### config.mk
export PLATFORM = sky130hd
export DESIGN_NAME = updi_half_duplex_uart_phy
export DESIGN_NICKNAME = d
export VERILOG_FILES = /design/src/hdl/updi_pkg.sv /design/src/hdl/updi_engine.sv /design/src/hdl/updi_half_duplex_uart_phy.sv
export SDC_FILE = /design/constraint.sdc
export NUM_CORES = 1
export LEC_CHECK = 0
export BUFFER_PORTS_ARGS = -buffer_cell sky130_fd_sc_hd__buf_2
export CAP_MARGIN = 20
export CORE_MARGIN = 1.5
export CORE_UTILIZATION = 60
export CTS_CLUSTER_SIZE = 40
export DETAILED_ROUTE_END_ITERATION = 16
export GPL_ROUTABILITY_DRIVEN = 0
export HOLD_SLACK_MARGIN = 0.03
export PLACE_DENSITY = 0.76
export SYNTH_ARGS = -nofsm -noshare
export SYNTH_HDL_FRONTEND = slang
export SYNTH_SLANG_ARGS = --single-unit
### constraint.sdc
create_clock -name clk_i -period 8.9 [get_ports clk_i]
set_input_delay 0.445 -clock clk_i [delete_from_list [all_inputs] [get_ports clk_i]]
set_output_delay 0.445 -clock clk_i [all_outputs]
set_load 0.02 [all_outputs]
### src/hdl/updi_pkg.sv
// Shared types and constants for the UPDI half-duplex UART line engine.
// No dependencies.
`timescale 1ns / 1ps
`default_nettype none

package updi_pkg;

  localparam int unsigned CountWidth = 24;
  localparam int unsigned BitTicksWidth = 16;
  localparam int unsigned BrkWidth = 24;
  localparam int unsigned CfgDataWidth = 24;
  localparam int unsigned CfgIdxWidth = 2;

  localparam logic [CountWidth-1:0] CntMax = {CountWidth{1'b1}};

  typedef enum logic [2:0] {
    OP_NONE   = 3'd0,
    OP_SEND   = 3'd1,
    OP_RECV   = 3'd2,
    OP_BREAK  = 3'd3,
    OP_DBREAK = 3'd4
  } opcode_e;

  typedef enum logic [CfgIdxWidth-1:0] {
    CFG_BIT_TICKS   = 2'd0,
    CFG_BREAK_LOW   = 2'd1,
    CFG_BREAK_PAUSE = 2'd2,
    CFG_RX_TIMEOUT  = 2'd3
  } cfg_idx_e;

  typedef enum logic [3:0] {
    PH_IDLE         = 4'd0,
    PH_TX_START     = 4'd1,
    PH_TX_DATA      = 4'd2,
    PH_TX_PARITY    = 4'd3,
    PH_TX_STOP      = 4'd4,
    PH_RX_WAIT      = 4'd5,
    PH_RX_HALF      = 4'd6,
    PH_RX_DATA      = 4'd7,
    PH_RX_TAIL      = 4'd8,
    PH_BRK_LOW_A    = 4'd9,
    PH_BRK_PAUSE    = 4'd10,
    PH_BRK_LOW_B    = 4'd11,
    PH_BRK_HIGH_END = 4'd12
  } phase_e;

  typedef struct packed {
    logic [BitTicksWidth-1:0] bit_ticks;
    logic [BrkWidth-1:0]      break_low_ticks;
    logic [BrkWidth-1:0]      break_pause_ticks;
    logic [BrkWidth-1:0]      rx_timeout_ticks;
  } cfg_t;

  typedef struct packed {
    logic       line_out;
    logic       line_drive;
    logic       busy;
    logic       done;
    logic       rx_valid;
    logic [7:0] rx_data;
    logic       rx_timeout;
  } res_t;

  localparam logic [BitTicksWidth-1:0] BitTicksReset   = 16'd30;
  localparam logic [BrkWidth-1:0]      BreakLowReset   = 24'd14000;
  localparam logic [BrkWidth-1:0]      BreakPauseReset = 24'd2000;
  localparam logic [BrkWidth-1:0]      RxTimeoutReset  = 24'd40000;

endpackage

`default_nettype wire

### src/hdl/updi_engine.sv
// Line timing state machine, one tick per accepted item; result is
// combinational from state registers and inputs. Depends on updi_pkg.
`timescale 1ns / 1ps
`default_nettype none

module updi_engine (
  input  wire logic                 clk_i,
  input  wire logic                 rst_ni,
  input  wire logic                 step_i,
  input  wire logic [2:0]           opcode_i,
  input  wire logic [7:0]           tx_data_i,
  input  wire logic                 line_in_i,
  input  wire updi_pkg::cfg_t       cfg_i,
  output updi_pkg::res_t            res_o
);

  localparam int unsigned CW = updi_pkg::CountWidth;

  updi_pkg::phase_e phase_q, phase_d;
  logic [CW-1:0]    tick_q, tick_d;
  logic [3:0]       bit_q, bit_d;
  logic [7:0]       shift_q, shift_d;
  logic             parity_q, parity_d;
  logic             drv_en_q, drv_en_d;
  logic             drv_lvl_q, drv_lvl_d;

  logic [CW-1:0] seg_dur;
  logic [CW:0]   tick_nxt;
  logic          seg_done;
  logic [CW-1:0] wait_base;
  logic [CW-1:0] wait_inc;
  logic          wait_to;
  logic          finished;
  logic          rx_fin;
  logic          rx_to;
  logic [CW-1:0] bt_ext;

  assign bt_ext   = CW'(cfg_i.bit_ticks);
  assign tick_nxt = {1'b0, tick_q} + {{CW{1'b0}}, 1'b1};

  always_comb begin
    case (phase_q)
      updi_pkg::PH_TX_START,
      updi_pkg::PH_TX_DATA,
      updi_pkg::PH_TX_PARITY,
      updi_pkg::PH_RX_DATA:      seg_dur = bt_ext;
      updi_pkg::PH_TX_STOP:      seg_dur = bt_ext << 1;
      updi_pkg::PH_RX_HALF:      seg_dur = bt_ext >> 1;
      updi_pkg::PH_RX_TAIL:      seg_dur = bt_ext << 2;
      updi_pkg::PH_BRK_PAUSE:    seg_dur = CW'(cfg_i.break_pause_ticks);
      updi_pkg::PH_BRK_LOW_A,
      updi_pkg::PH_BRK_LOW_B,
      updi_pkg::PH_BRK_HIGH_END: seg_dur = CW'(cfg_i.break_low_ticks);
      default:                   seg_dur = '0;
    endcase
  end

  assign seg_done  = (tick_nxt >= {1'b0, seg_dur}) || tick_nxt[CW];
  assign wait_base = (phase_q == updi_pkg::PH_IDLE) ? '0 : tick_q;
  assign wait_inc  = (wait_base == updi_pkg::CntMax) ? wait_base : wait_base + CW'(1);
  assign wait_to   = (wait_inc >= CW'(cfg_i.rx_timeout_ticks)) ||
                     (wait_inc == updi_pkg::CntMax);

  // next phase and completion flags
  always_comb begin
    phase_d  = phase_q;
    finished = 1'b0;
    rx_fin   = 1'b0;
    rx_to    = 1'b0;
    case (phase_q)
      updi_pkg::PH_IDLE: begin
        case (opcode_i)
          updi_pkg::OP_SEND:   phase_d = updi_pkg::PH_TX_START;
          updi_pkg::OP_RECV: begin
            if (!line_in_i) begin
              phase_d = updi_pkg::PH_RX_HALF;
            end else if (wait_to) begin
              finished = 1'b1;
              rx_fin   = 1'b1;
              rx_to    = 1'b1;
            end else begin
              phase_d = updi_pkg::PH_RX_WAIT;
            end
          end
          updi_pkg::OP_BREAK:  phase_d = updi_pkg::PH_BRK_LOW_B;
          updi_pkg::OP_DBREAK: phase_d = updi_pkg::PH_BRK_LOW_A;
          default:             phase_d = updi_pkg::PH_IDLE;
        endcase
      end
      updi_pkg::PH_TX_START: if (seg_done) phase_d = updi_pkg::PH_TX_DATA;
      updi_pkg::PH_TX_DATA: begin
        if (seg_done && bit_q >= 4'd7) phase_d = updi_pkg::PH_TX_PARITY;
      end
      updi_pkg::PH_TX_PARITY: if (seg_done) phase_d = updi_pkg::PH_TX_STOP;
      updi_pkg::PH_TX_STOP: if (seg_done) finished = 1'b1;
      updi_pkg::PH_RX_WAIT: begin
        if (!line_in_i) begin
          phase_d = updi_pkg::PH_RX_HALF;
        end else if (wait_to) begin
          finished = 1'b1;
          rx_fin   = 1'b1;
          rx_to    = 1'b1;
        end
      end
      updi_pkg::PH_RX_HALF: if (seg_done) phase_d = updi_pkg::PH_RX_DATA;
      updi_pkg::PH_RX_DATA: begin
        if (seg_done && bit_q >= 4'd7) phase_d = updi_pkg::PH_RX_TAIL;
      end
      updi_pkg::PH_RX_TAIL: begin
        if (seg_done) begin
          finished = 1'b1;
          rx_fin   = 1'b1;
        end
      end
      updi_pkg::PH_BRK_LOW_A: if (seg_done) phase_d = updi_pkg::PH_BRK_PAUSE;
      updi_pkg::PH_BRK_PAUSE: if (seg_done) phase_d = updi_pkg::PH_BRK_LOW_B;
      updi_pkg::PH_BRK_LOW_B: if (seg_done) phase_d = updi_pkg::PH_BRK_HIGH_END;
      updi_pkg::PH_BRK_HIGH_END: if (seg_done) finished = 1'b1;
      default: phase_d = updi_pkg::PH_IDLE;
    endcase
    if (finished) phase_d = updi_pkg::PH_IDLE;
  end

  // counters, shifter and line driver
  always_comb begin
    tick_d    = tick_q;
    bit_d     = bit_q;
    shift_d   = shift_q;
    parity_d  = parity_q;
    drv_en_d  = drv_en_q;
    drv_lvl_d = drv_lvl_q;
    case (phase_q)
      updi_pkg::PH_IDLE: begin
        case (opcode_i)
          updi_pkg::OP_SEND: begin
            parity_d  = ^tx_data_i;
            shift_d   = tx_data_i;
            bit_d     = '0;
            tick_d    = '0;
            drv_en_d  = 1'b1;
            drv_lvl_d = 1'b0;
          end
          updi_pkg::OP_RECV: begin
            shift_d = '0;
            bit_d   = '0;
            tick_d  = line_in_i ? wait_inc : '0;
          end
          updi_pkg::OP_BREAK,
          updi_pkg::OP_DBREAK: begin
            tick_d    = '0;
            drv_en_d  = 1'b1;
            drv_lvl_d = 1'b0;
          end
          default: tick_d = tick_q;
        endcase
      end
      updi_pkg::PH_RX_WAIT: tick_d = line_in_i ? wait_inc : '0;
      default: begin
        tick_d = seg_done ? '0 : tick_nxt[CW-1:0];
        if (seg_done) begin
          case (phase_q)
            updi_pkg::PH_TX_START: begin
              bit_d     = '0;
              drv_lvl_d = shift_q[0];
            end
            updi_pkg::PH_TX_DATA: begin
              if (bit_q < 4'd7) begin
                bit_d     = bit_q + 4'd1;
                shift_d   = shift_q >> 1;
                drv_lvl_d = shift_q[1];
              end else begin
                drv_lvl_d = parity_q;
              end
            end
            updi_pkg::PH_TX_PARITY: drv_lvl_d = 1'b1;
            updi_pkg::PH_TX_STOP: begin
              drv_en_d  = 1'b0;
              drv_lvl_d = 1'b1;
            end
            updi_pkg::PH_RX_HALF: bit_d = '0;
            updi_pkg::PH_RX_DATA: begin
              shift_d = {line_in_i, shift_q[7:1]};
              bit_d   = bit_q + 4'd1;
            end
            updi_pkg::PH_BRK_LOW_A,
            updi_pkg::PH_BRK_LOW_B: drv_lvl_d = 1'b1;
            updi_pkg::PH_BRK_PAUSE: drv_lvl_d = 1'b0;
            updi_pkg::PH_BRK_HIGH_END: begin
              drv_en_d  = 1'b1;
              drv_lvl_d = 1'b1;
            end
            default: begin
              // unused phase codes just fall back to idle
              tick_d = tick_q;
            end
          endcase
        end
      end
    endcase
    if (finished) begin
      tick_d = '0;
      bit_d  = '0;
    end
  end

  always_comb begin
    res_o.line_out   = drv_lvl_d;
    res_o.line_drive = drv_en_d;
    res_o.busy       = (phase_d != updi_pkg::PH_IDLE);
    res_o.done       = finished;
    res_o.rx_valid   = rx_fin;
    res_o.rx_data    = (rx_fin && !rx_to) ? shift_q : 8'd0;
    res_o.rx_timeout = rx_to;
  end

  always_ff @(posedge clk_i or negedge rst_ni) begin
    if (!rst_ni) begin
      phase_q   <= updi_pkg::PH_IDLE;
      tick_q    <= '0;
      bit_q     <= '0;
      shift_q   <= '0;
      parity_q  <= 1'b0;
      drv_en_q  <= 1'b0;
      drv_lvl_q <= 1'b1;
    end else if (step_i) begin
      phase_q   <= phase_d;
      tick_q    <= tick_d;
      bit_q     <= bit_d;
      shift_q   <= shift_d;
      parity_q  <= parity_d;
      drv_en_q  <= drv_en_d;
      drv_lvl_q <= drv_lvl_d;
    end
  end

endmodule

`default_nettype wire

### src/hdl/updi_half_duplex_uart_phy.sv
// UPDI half-duplex UART line engine, top level: config registers, timing
// engine and a two-entry output buffer. Depends on updi_pkg, updi_engine.
// An accepted item's result is registered in the output or the skid entry.
// Throughput: one item per cycle; input stalls only when both output entries
// are full. Reset clears the engine to idle with the line released and
// the timing registers to their defaults; no clearing pass.
`timescale 1ns / 1ps
`default_nettype none

module updi_half_duplex_uart_phy (
  input  wire logic                                clk_i,
  input  wire logic                                rst_ni,
  input  wire logic                                cfg_valid_i,
  output logic                                     cfg_ready_o,
  input  wire logic [updi_pkg::CfgIdxWidth-1:0]    cfg_index_i,
  input  wire logic [updi_pkg::CfgDataWidth-1:0]   cfg_data_i,
  input  wire logic                                in_valid_i,
  output logic                                     in_stall_o,
  input  wire logic [2:0]                          opcode_i,
  input  wire logic [7:0]                          tx_data_i,
  input  wire logic                                line_in_i,
  output logic                                     out_valid_o,
  input  wire logic                                out_stall_i,
  output logic                                     line_out_o,
  output logic                                     line_drive_o,
  output logic                                     busy_res_o,
  output logic                                     done_res_o,
  output logic                                     rx_valid_o,
  output logic [7:0]                               rx_data_o,
  output logic                                     rx_timeout_o
);

  updi_pkg::cfg_t cfg_q;
  updi_pkg::res_t res_new;
  updi_pkg::res_t out_res_q;
  updi_pkg::res_t skid_res_q;
  logic           out_valid_q;
  logic           skid_valid_q;
  logic           accept;
  logic           take;

  assign cfg_ready_o = 1'b1;
  assign in_stall_o  = skid_valid_q;
  assign accept      = in_valid_i && !skid_valid_q;
  assign take        = out_valid_q && !out_stall_i;

  always_ff @(posedge clk_i or negedge rst_ni) begin
    if (!rst_ni) begin
      cfg_q.bit_ticks         <= updi_pkg::BitTicksReset;
      cfg_q.break_low_ticks   <= updi_pkg::BreakLowReset;
      cfg_q.break_pause_ticks <= updi_pkg::BreakPauseReset;
      cfg_q.rx_timeout_ticks  <= updi_pkg::RxTimeoutReset;
    end else if (cfg_valid_i && cfg_ready_o) begin
      case (cfg_index_i)
        updi_pkg::CFG_BIT_TICKS:
          cfg_q.bit_ticks <= cfg_data_i[updi_pkg::BitTicksWidth-1:0];
        updi_pkg::CFG_BREAK_LOW:   cfg_q.break_low_ticks   <= cfg_data_i;
        updi_pkg::CFG_BREAK_PAUSE: cfg_q.break_pause_ticks <= cfg_data_i;
        updi_pkg::CFG_RX_TIMEOUT:  cfg_q.rx_timeout_ticks  <= cfg_data_i;
        default:                   cfg_q <= cfg_q;
      endcase
    end
  end

  updi_engine u_engine (
    .clk_i     (clk_i),
    .rst_ni    (rst_ni),
    .step_i    (accept),
    .opcode_i  (opcode_i),
    .tx_data_i (tx_data_i),
    .line_in_i (line_in_i),
    .cfg_i     (cfg_q),
    .res_o     (res_new)
  );

  always_ff @(posedge clk_i or negedge rst_ni) begin
    if (!rst_ni) begin
      out_valid_q  <= 1'b0;
      skid_valid_q <= 1'b0;
    end else if (!out_valid_q || take) begin
      out_valid_q  <= skid_valid_q || accept;
      skid_valid_q <= 1'b0;
    end else if (accept) begin
      skid_valid_q <= 1'b1;
    end
  end

  always_ff @(posedge clk_i) begin
    if (!out_valid_q || take) begin
      out_res_q <= skid_valid_q ? skid_res_q : res_new;
    end else if (accept) begin
      skid_res_q <= res_new;
    end
  end

  assign out_valid_o  = out_valid_q;
  assign line_out_o   = out_res_q.line_out;
  assign line_drive_o = out_res_q.line_drive;
  assign busy_res_o   = out_res_q.busy;
  assign done_res_o   = out_res_q.done;
  assign rx_valid_o   = out_res_q.rx_valid;
  assign rx_data_o    = out_res_q.rx_data;
  assign rx_timeout_o = out_res_q.rx_timeout;

endmodule

`default_nettype wire

==> flow_summary.json <==
{
  "cp_slowest_stage_delay_ns": 0.77,
  "cts_tree": "done",
  "p_leak_nw": 4.719,
  "post-route-util_pct": 68.50,
  "ant_nets": 0,
  "synth_flop_cell": "dfrtp_1",
  "max_slew_margin_pct": 25.72,
  "cts_setup_buffers": 0,
  "crit_chain": "or4_1 -> and2_1 -> ha_1 -> nand3_1 -> nor2_1 -> nand3_1 -> a41o_1 -> nor2_1 -> ha_1 -> a211oi_1 -> nor2_1 -> nor4_1 -> o22ai_1 -> nor4_1 -> o32a_1 -> nand2_4 -> or2_2 -> o22ai_1",
  "dp_hpwl_um": 18310,
  "power.density_mw_per_mm2": 240.4,
  "path_delay_family": "simple AND/OR/NAND/NOR gates",
  "p_comb_share_pct": 31.5,
  "finClkSkew_ns": 0.008964,
  "clock_latency_ns": 0.44,
  "start_util_pct": 62.09,
  "p_int_w": 0.001687,
  "multiInputGateArea_mm2": 0.005345,
  "wl_per_cell_um": 20.06,
  "layout.nets": 1121,
  "path_max_fanout": 24,
  "diodes": 0,
  "cts_sinks": 161,
  "ys_types": 76,
  "cts_inserted_buffers": 17,
  "drt-initial-drc-count": 1099,
  "fin_cells": 1256,
  "finalCritPeriodShare_pct": 71.00,
  "first_global_vias": 7713,
  "status": "completed",
  "sw_frac_of_total_pct": 36.22,
  "yosys_warnings": 0,
  "die_h_um": 131.9,
  "post-place-cells": 1223,
  "portBuffers": 58,
  "root_buffer": "clkbuf_16",
  "power_switching_w": 0.0009578,
  "wl_um": 25200,
  "synthCells": 998,
  "first_pass_iters": 9,
  "drive_gt1_share_pct": 23.56,
  "critPathKind": "reg -> reg",
  "area_delta_synth_final_pct": 10.33,
  "grt_first_pass_wirelength_um": 41590,
  "yosysSeqAreaShare_pct": 42.11,
  "hp-class": "in -> async",
  "critPathBufInv": 0,
  "grt_overflow": 0,
  "totalNegativeSetupSlack_ns": 0,
  "layout_common_cells": "110 x dfrtp_1, 101 x mux2_2, 100 x nand2_1",
  "cts-resized-gates": 0,
  "grt_max_degree": 75,
  "num_vias": 8200,
  "max_freq_ghz": 0.1583,
  "dieWidth_um": 131.9,
  "final_max_slew_viol_count": 0,
  "via_per_inst": 6.529,
  "total_power_w": 0.002644,
  "grt_antenna_before_repair": 0,
  "synth-seq-cells": 161,
  "fillers": 1214,
  "grt_use_total_pct": 30.00,
  "crit_arrival_ns": 6.67,
  "syn_avg_cell_area_um2": 9.990,
  "h-tree-depth": 4,
  "setup_viol": 0,
  "drc_errors": 0,
  "pin_count": 60,
  "crit_path_end_kind": "flip-flop",
  "fp-row-count": 46,
  "cts_buffer_depth": 2,
  "critical_path_required_ns": 9.25,
  "grt_setup_unrepaired": "false",
  "critical_path.slowest_cell": "or4_1",
  "hold_slack_ns": 0.03153,
  "synth_edf_count": 28,
  "crit_top_cell": "nor2_1",
  "tightest_slew_ns": 1.110,
  "pwr-share-clk_pct": 29.5,
  "layout_commonest_cell": "dfrtp_1",
  "dieArea_mm2": 0.01740,
  "seq_area_mm2": 0.004198,
  "synth_area_mm2": 0.009970,
  "async_flop_share_pct": 82.61,
  "seq_power_share_pct": 39.0,
  "coreArea_mm2": 0.01606,
  "ctsHoldBuffers": 0,
  "period_needed_ns": 6.319,
  "clk_pin_slew_worst_paths_ns": 0.07,
  "ir_drop_uv": 165.2,
  "finalHoldViolations": 0,
  "maxCapViolCount": 0,
  "crit_path_start_kind": "flip-flop",
  "synth_nets": 1092
}
[per-layer routing]
layer / part of all wire [%] / up-vias / track usage [%]
li1: - / 3771 / -
met1: 44 / 3946 / 43.57
met2: 46 / 433 / 44.94
met3: 8.6 / 50 / 7.036
met4: 1.7 / 0 / 8.642
met5: 0 / - / 0
[path summary, 6_finish.rpt]
kind / from / endpoint / slack, ns / cells after the start
worst max-delay path: u_engine.phase_q[2]$_DFFE_PN0P_ / u_engine.tick_q[8]$_DFFE_PN0P_ / 2.58 / 18
worst min-delay path: rst_ni / cfg_q[45]$_DFFE_PN0P_ / 0.03 / 1
worst max register to register: u_engine.phase_q[2]$_DFFE_PN0P_ / u_engine.tick_q[8]$_DFFE_PN0P_ / 2.58 / 18
worst min register to register: cfg_q[9]$_DFFE_PN0P_ / cfg_q[9]$_DFFE_PN0P_ / 0.51 / 1
max in group asynchronous: rst_ni / cfg_q[84]$_DFFE_PN0P_ / 7.63 / 2
min in group clk_i: in_valid_i / out_valid_o$_DFFE_PN0N_ / 0.26 / 3
[stage by stage]
stage	setup WS, ns	cell area (um2)
floorplan	3.786	9970
global placement	2.820	10360
detailed placement	2.839	10370
CTS	2.796	10990
global route	2.161	11000
finish	2.581	11000
[flip-flops by register name, summed over array words and instances, names as in the netlist, 4 cells and up]
| register | cells |
|---|---|
| u_engine.bit_q | 4 |
| u_engine.shift_q | 8 |
| u_engine.phase_q | 4 |
| skid_res_q | 14 |
| cfg_q | 88 |
| u_engine.tick_q | 24 |
| rx_data_o | 8 |
[synth_stat cells (16+ instances only)]
cell / instances / area, um2
a22oi_1: 54 / 405.4
inv_1: 45 / 168.9
nand4_1: 16 / 100.1
nand3_1: 25 / 125.1
a221oi_1: 17 / 148.9
o21ai_0: 48 / 240.2
mux2_2: 101 / 1137
ha_1: 51 / 638.1
dfrtp_1: 110 / 2753
edfxtp_1: 28 / 840.8
nand2_1: 100 / 375.4
a21oi_1: 31 / 155.2
clkbuf_1: 42 / 157.7
o31ai_1: 18 / 135.1
nor2_1: 60 / 225.2
dfstp_2: 23 / 604.3
xnor2_1: 25 / 219.0
[kinds of logic after synthesis]
logic type	after synthesis	synth area share, %
xor gates and xnor gates	39	3.426
buffers and inverters	106	4.393
other	1	0.03761
adders and majority gates	51	6.401
and+or+nand+nor	291	14.65
AOI/OAI and AO/OA	244	17.18
muxes	105	11.81
DFF	161	42.11
[power groups by stage]
| stage | clock, W | combinational [W] | sequential (W) |
|---|---|---|---|
| finish | 0.000779 | 0.000833 | 0.00103 |
| global route | 0.000817 | 0.000922 | 0.00105 |
| CTS | 0.000788 | 0.000821 | 0.00102 |
| detailed placement | 0 | 0.000811 | 0.00104 |
| global placement | 0 | 0.000791 | 0.00103 |
| floorplan | 0 | 0.000637 | 0.000971 |
[final cells by class]
type	count	share of cell area (%)
clock buffer	17	3.868
clock inverter	15	1.797
inverter	45	1.536
multi-input combinational	731	48.60
sequential	161	38.16
tap	216	2.457
timing repair buffer	71	3.583
Note: power is estimated with default switching activity, not from simulation.
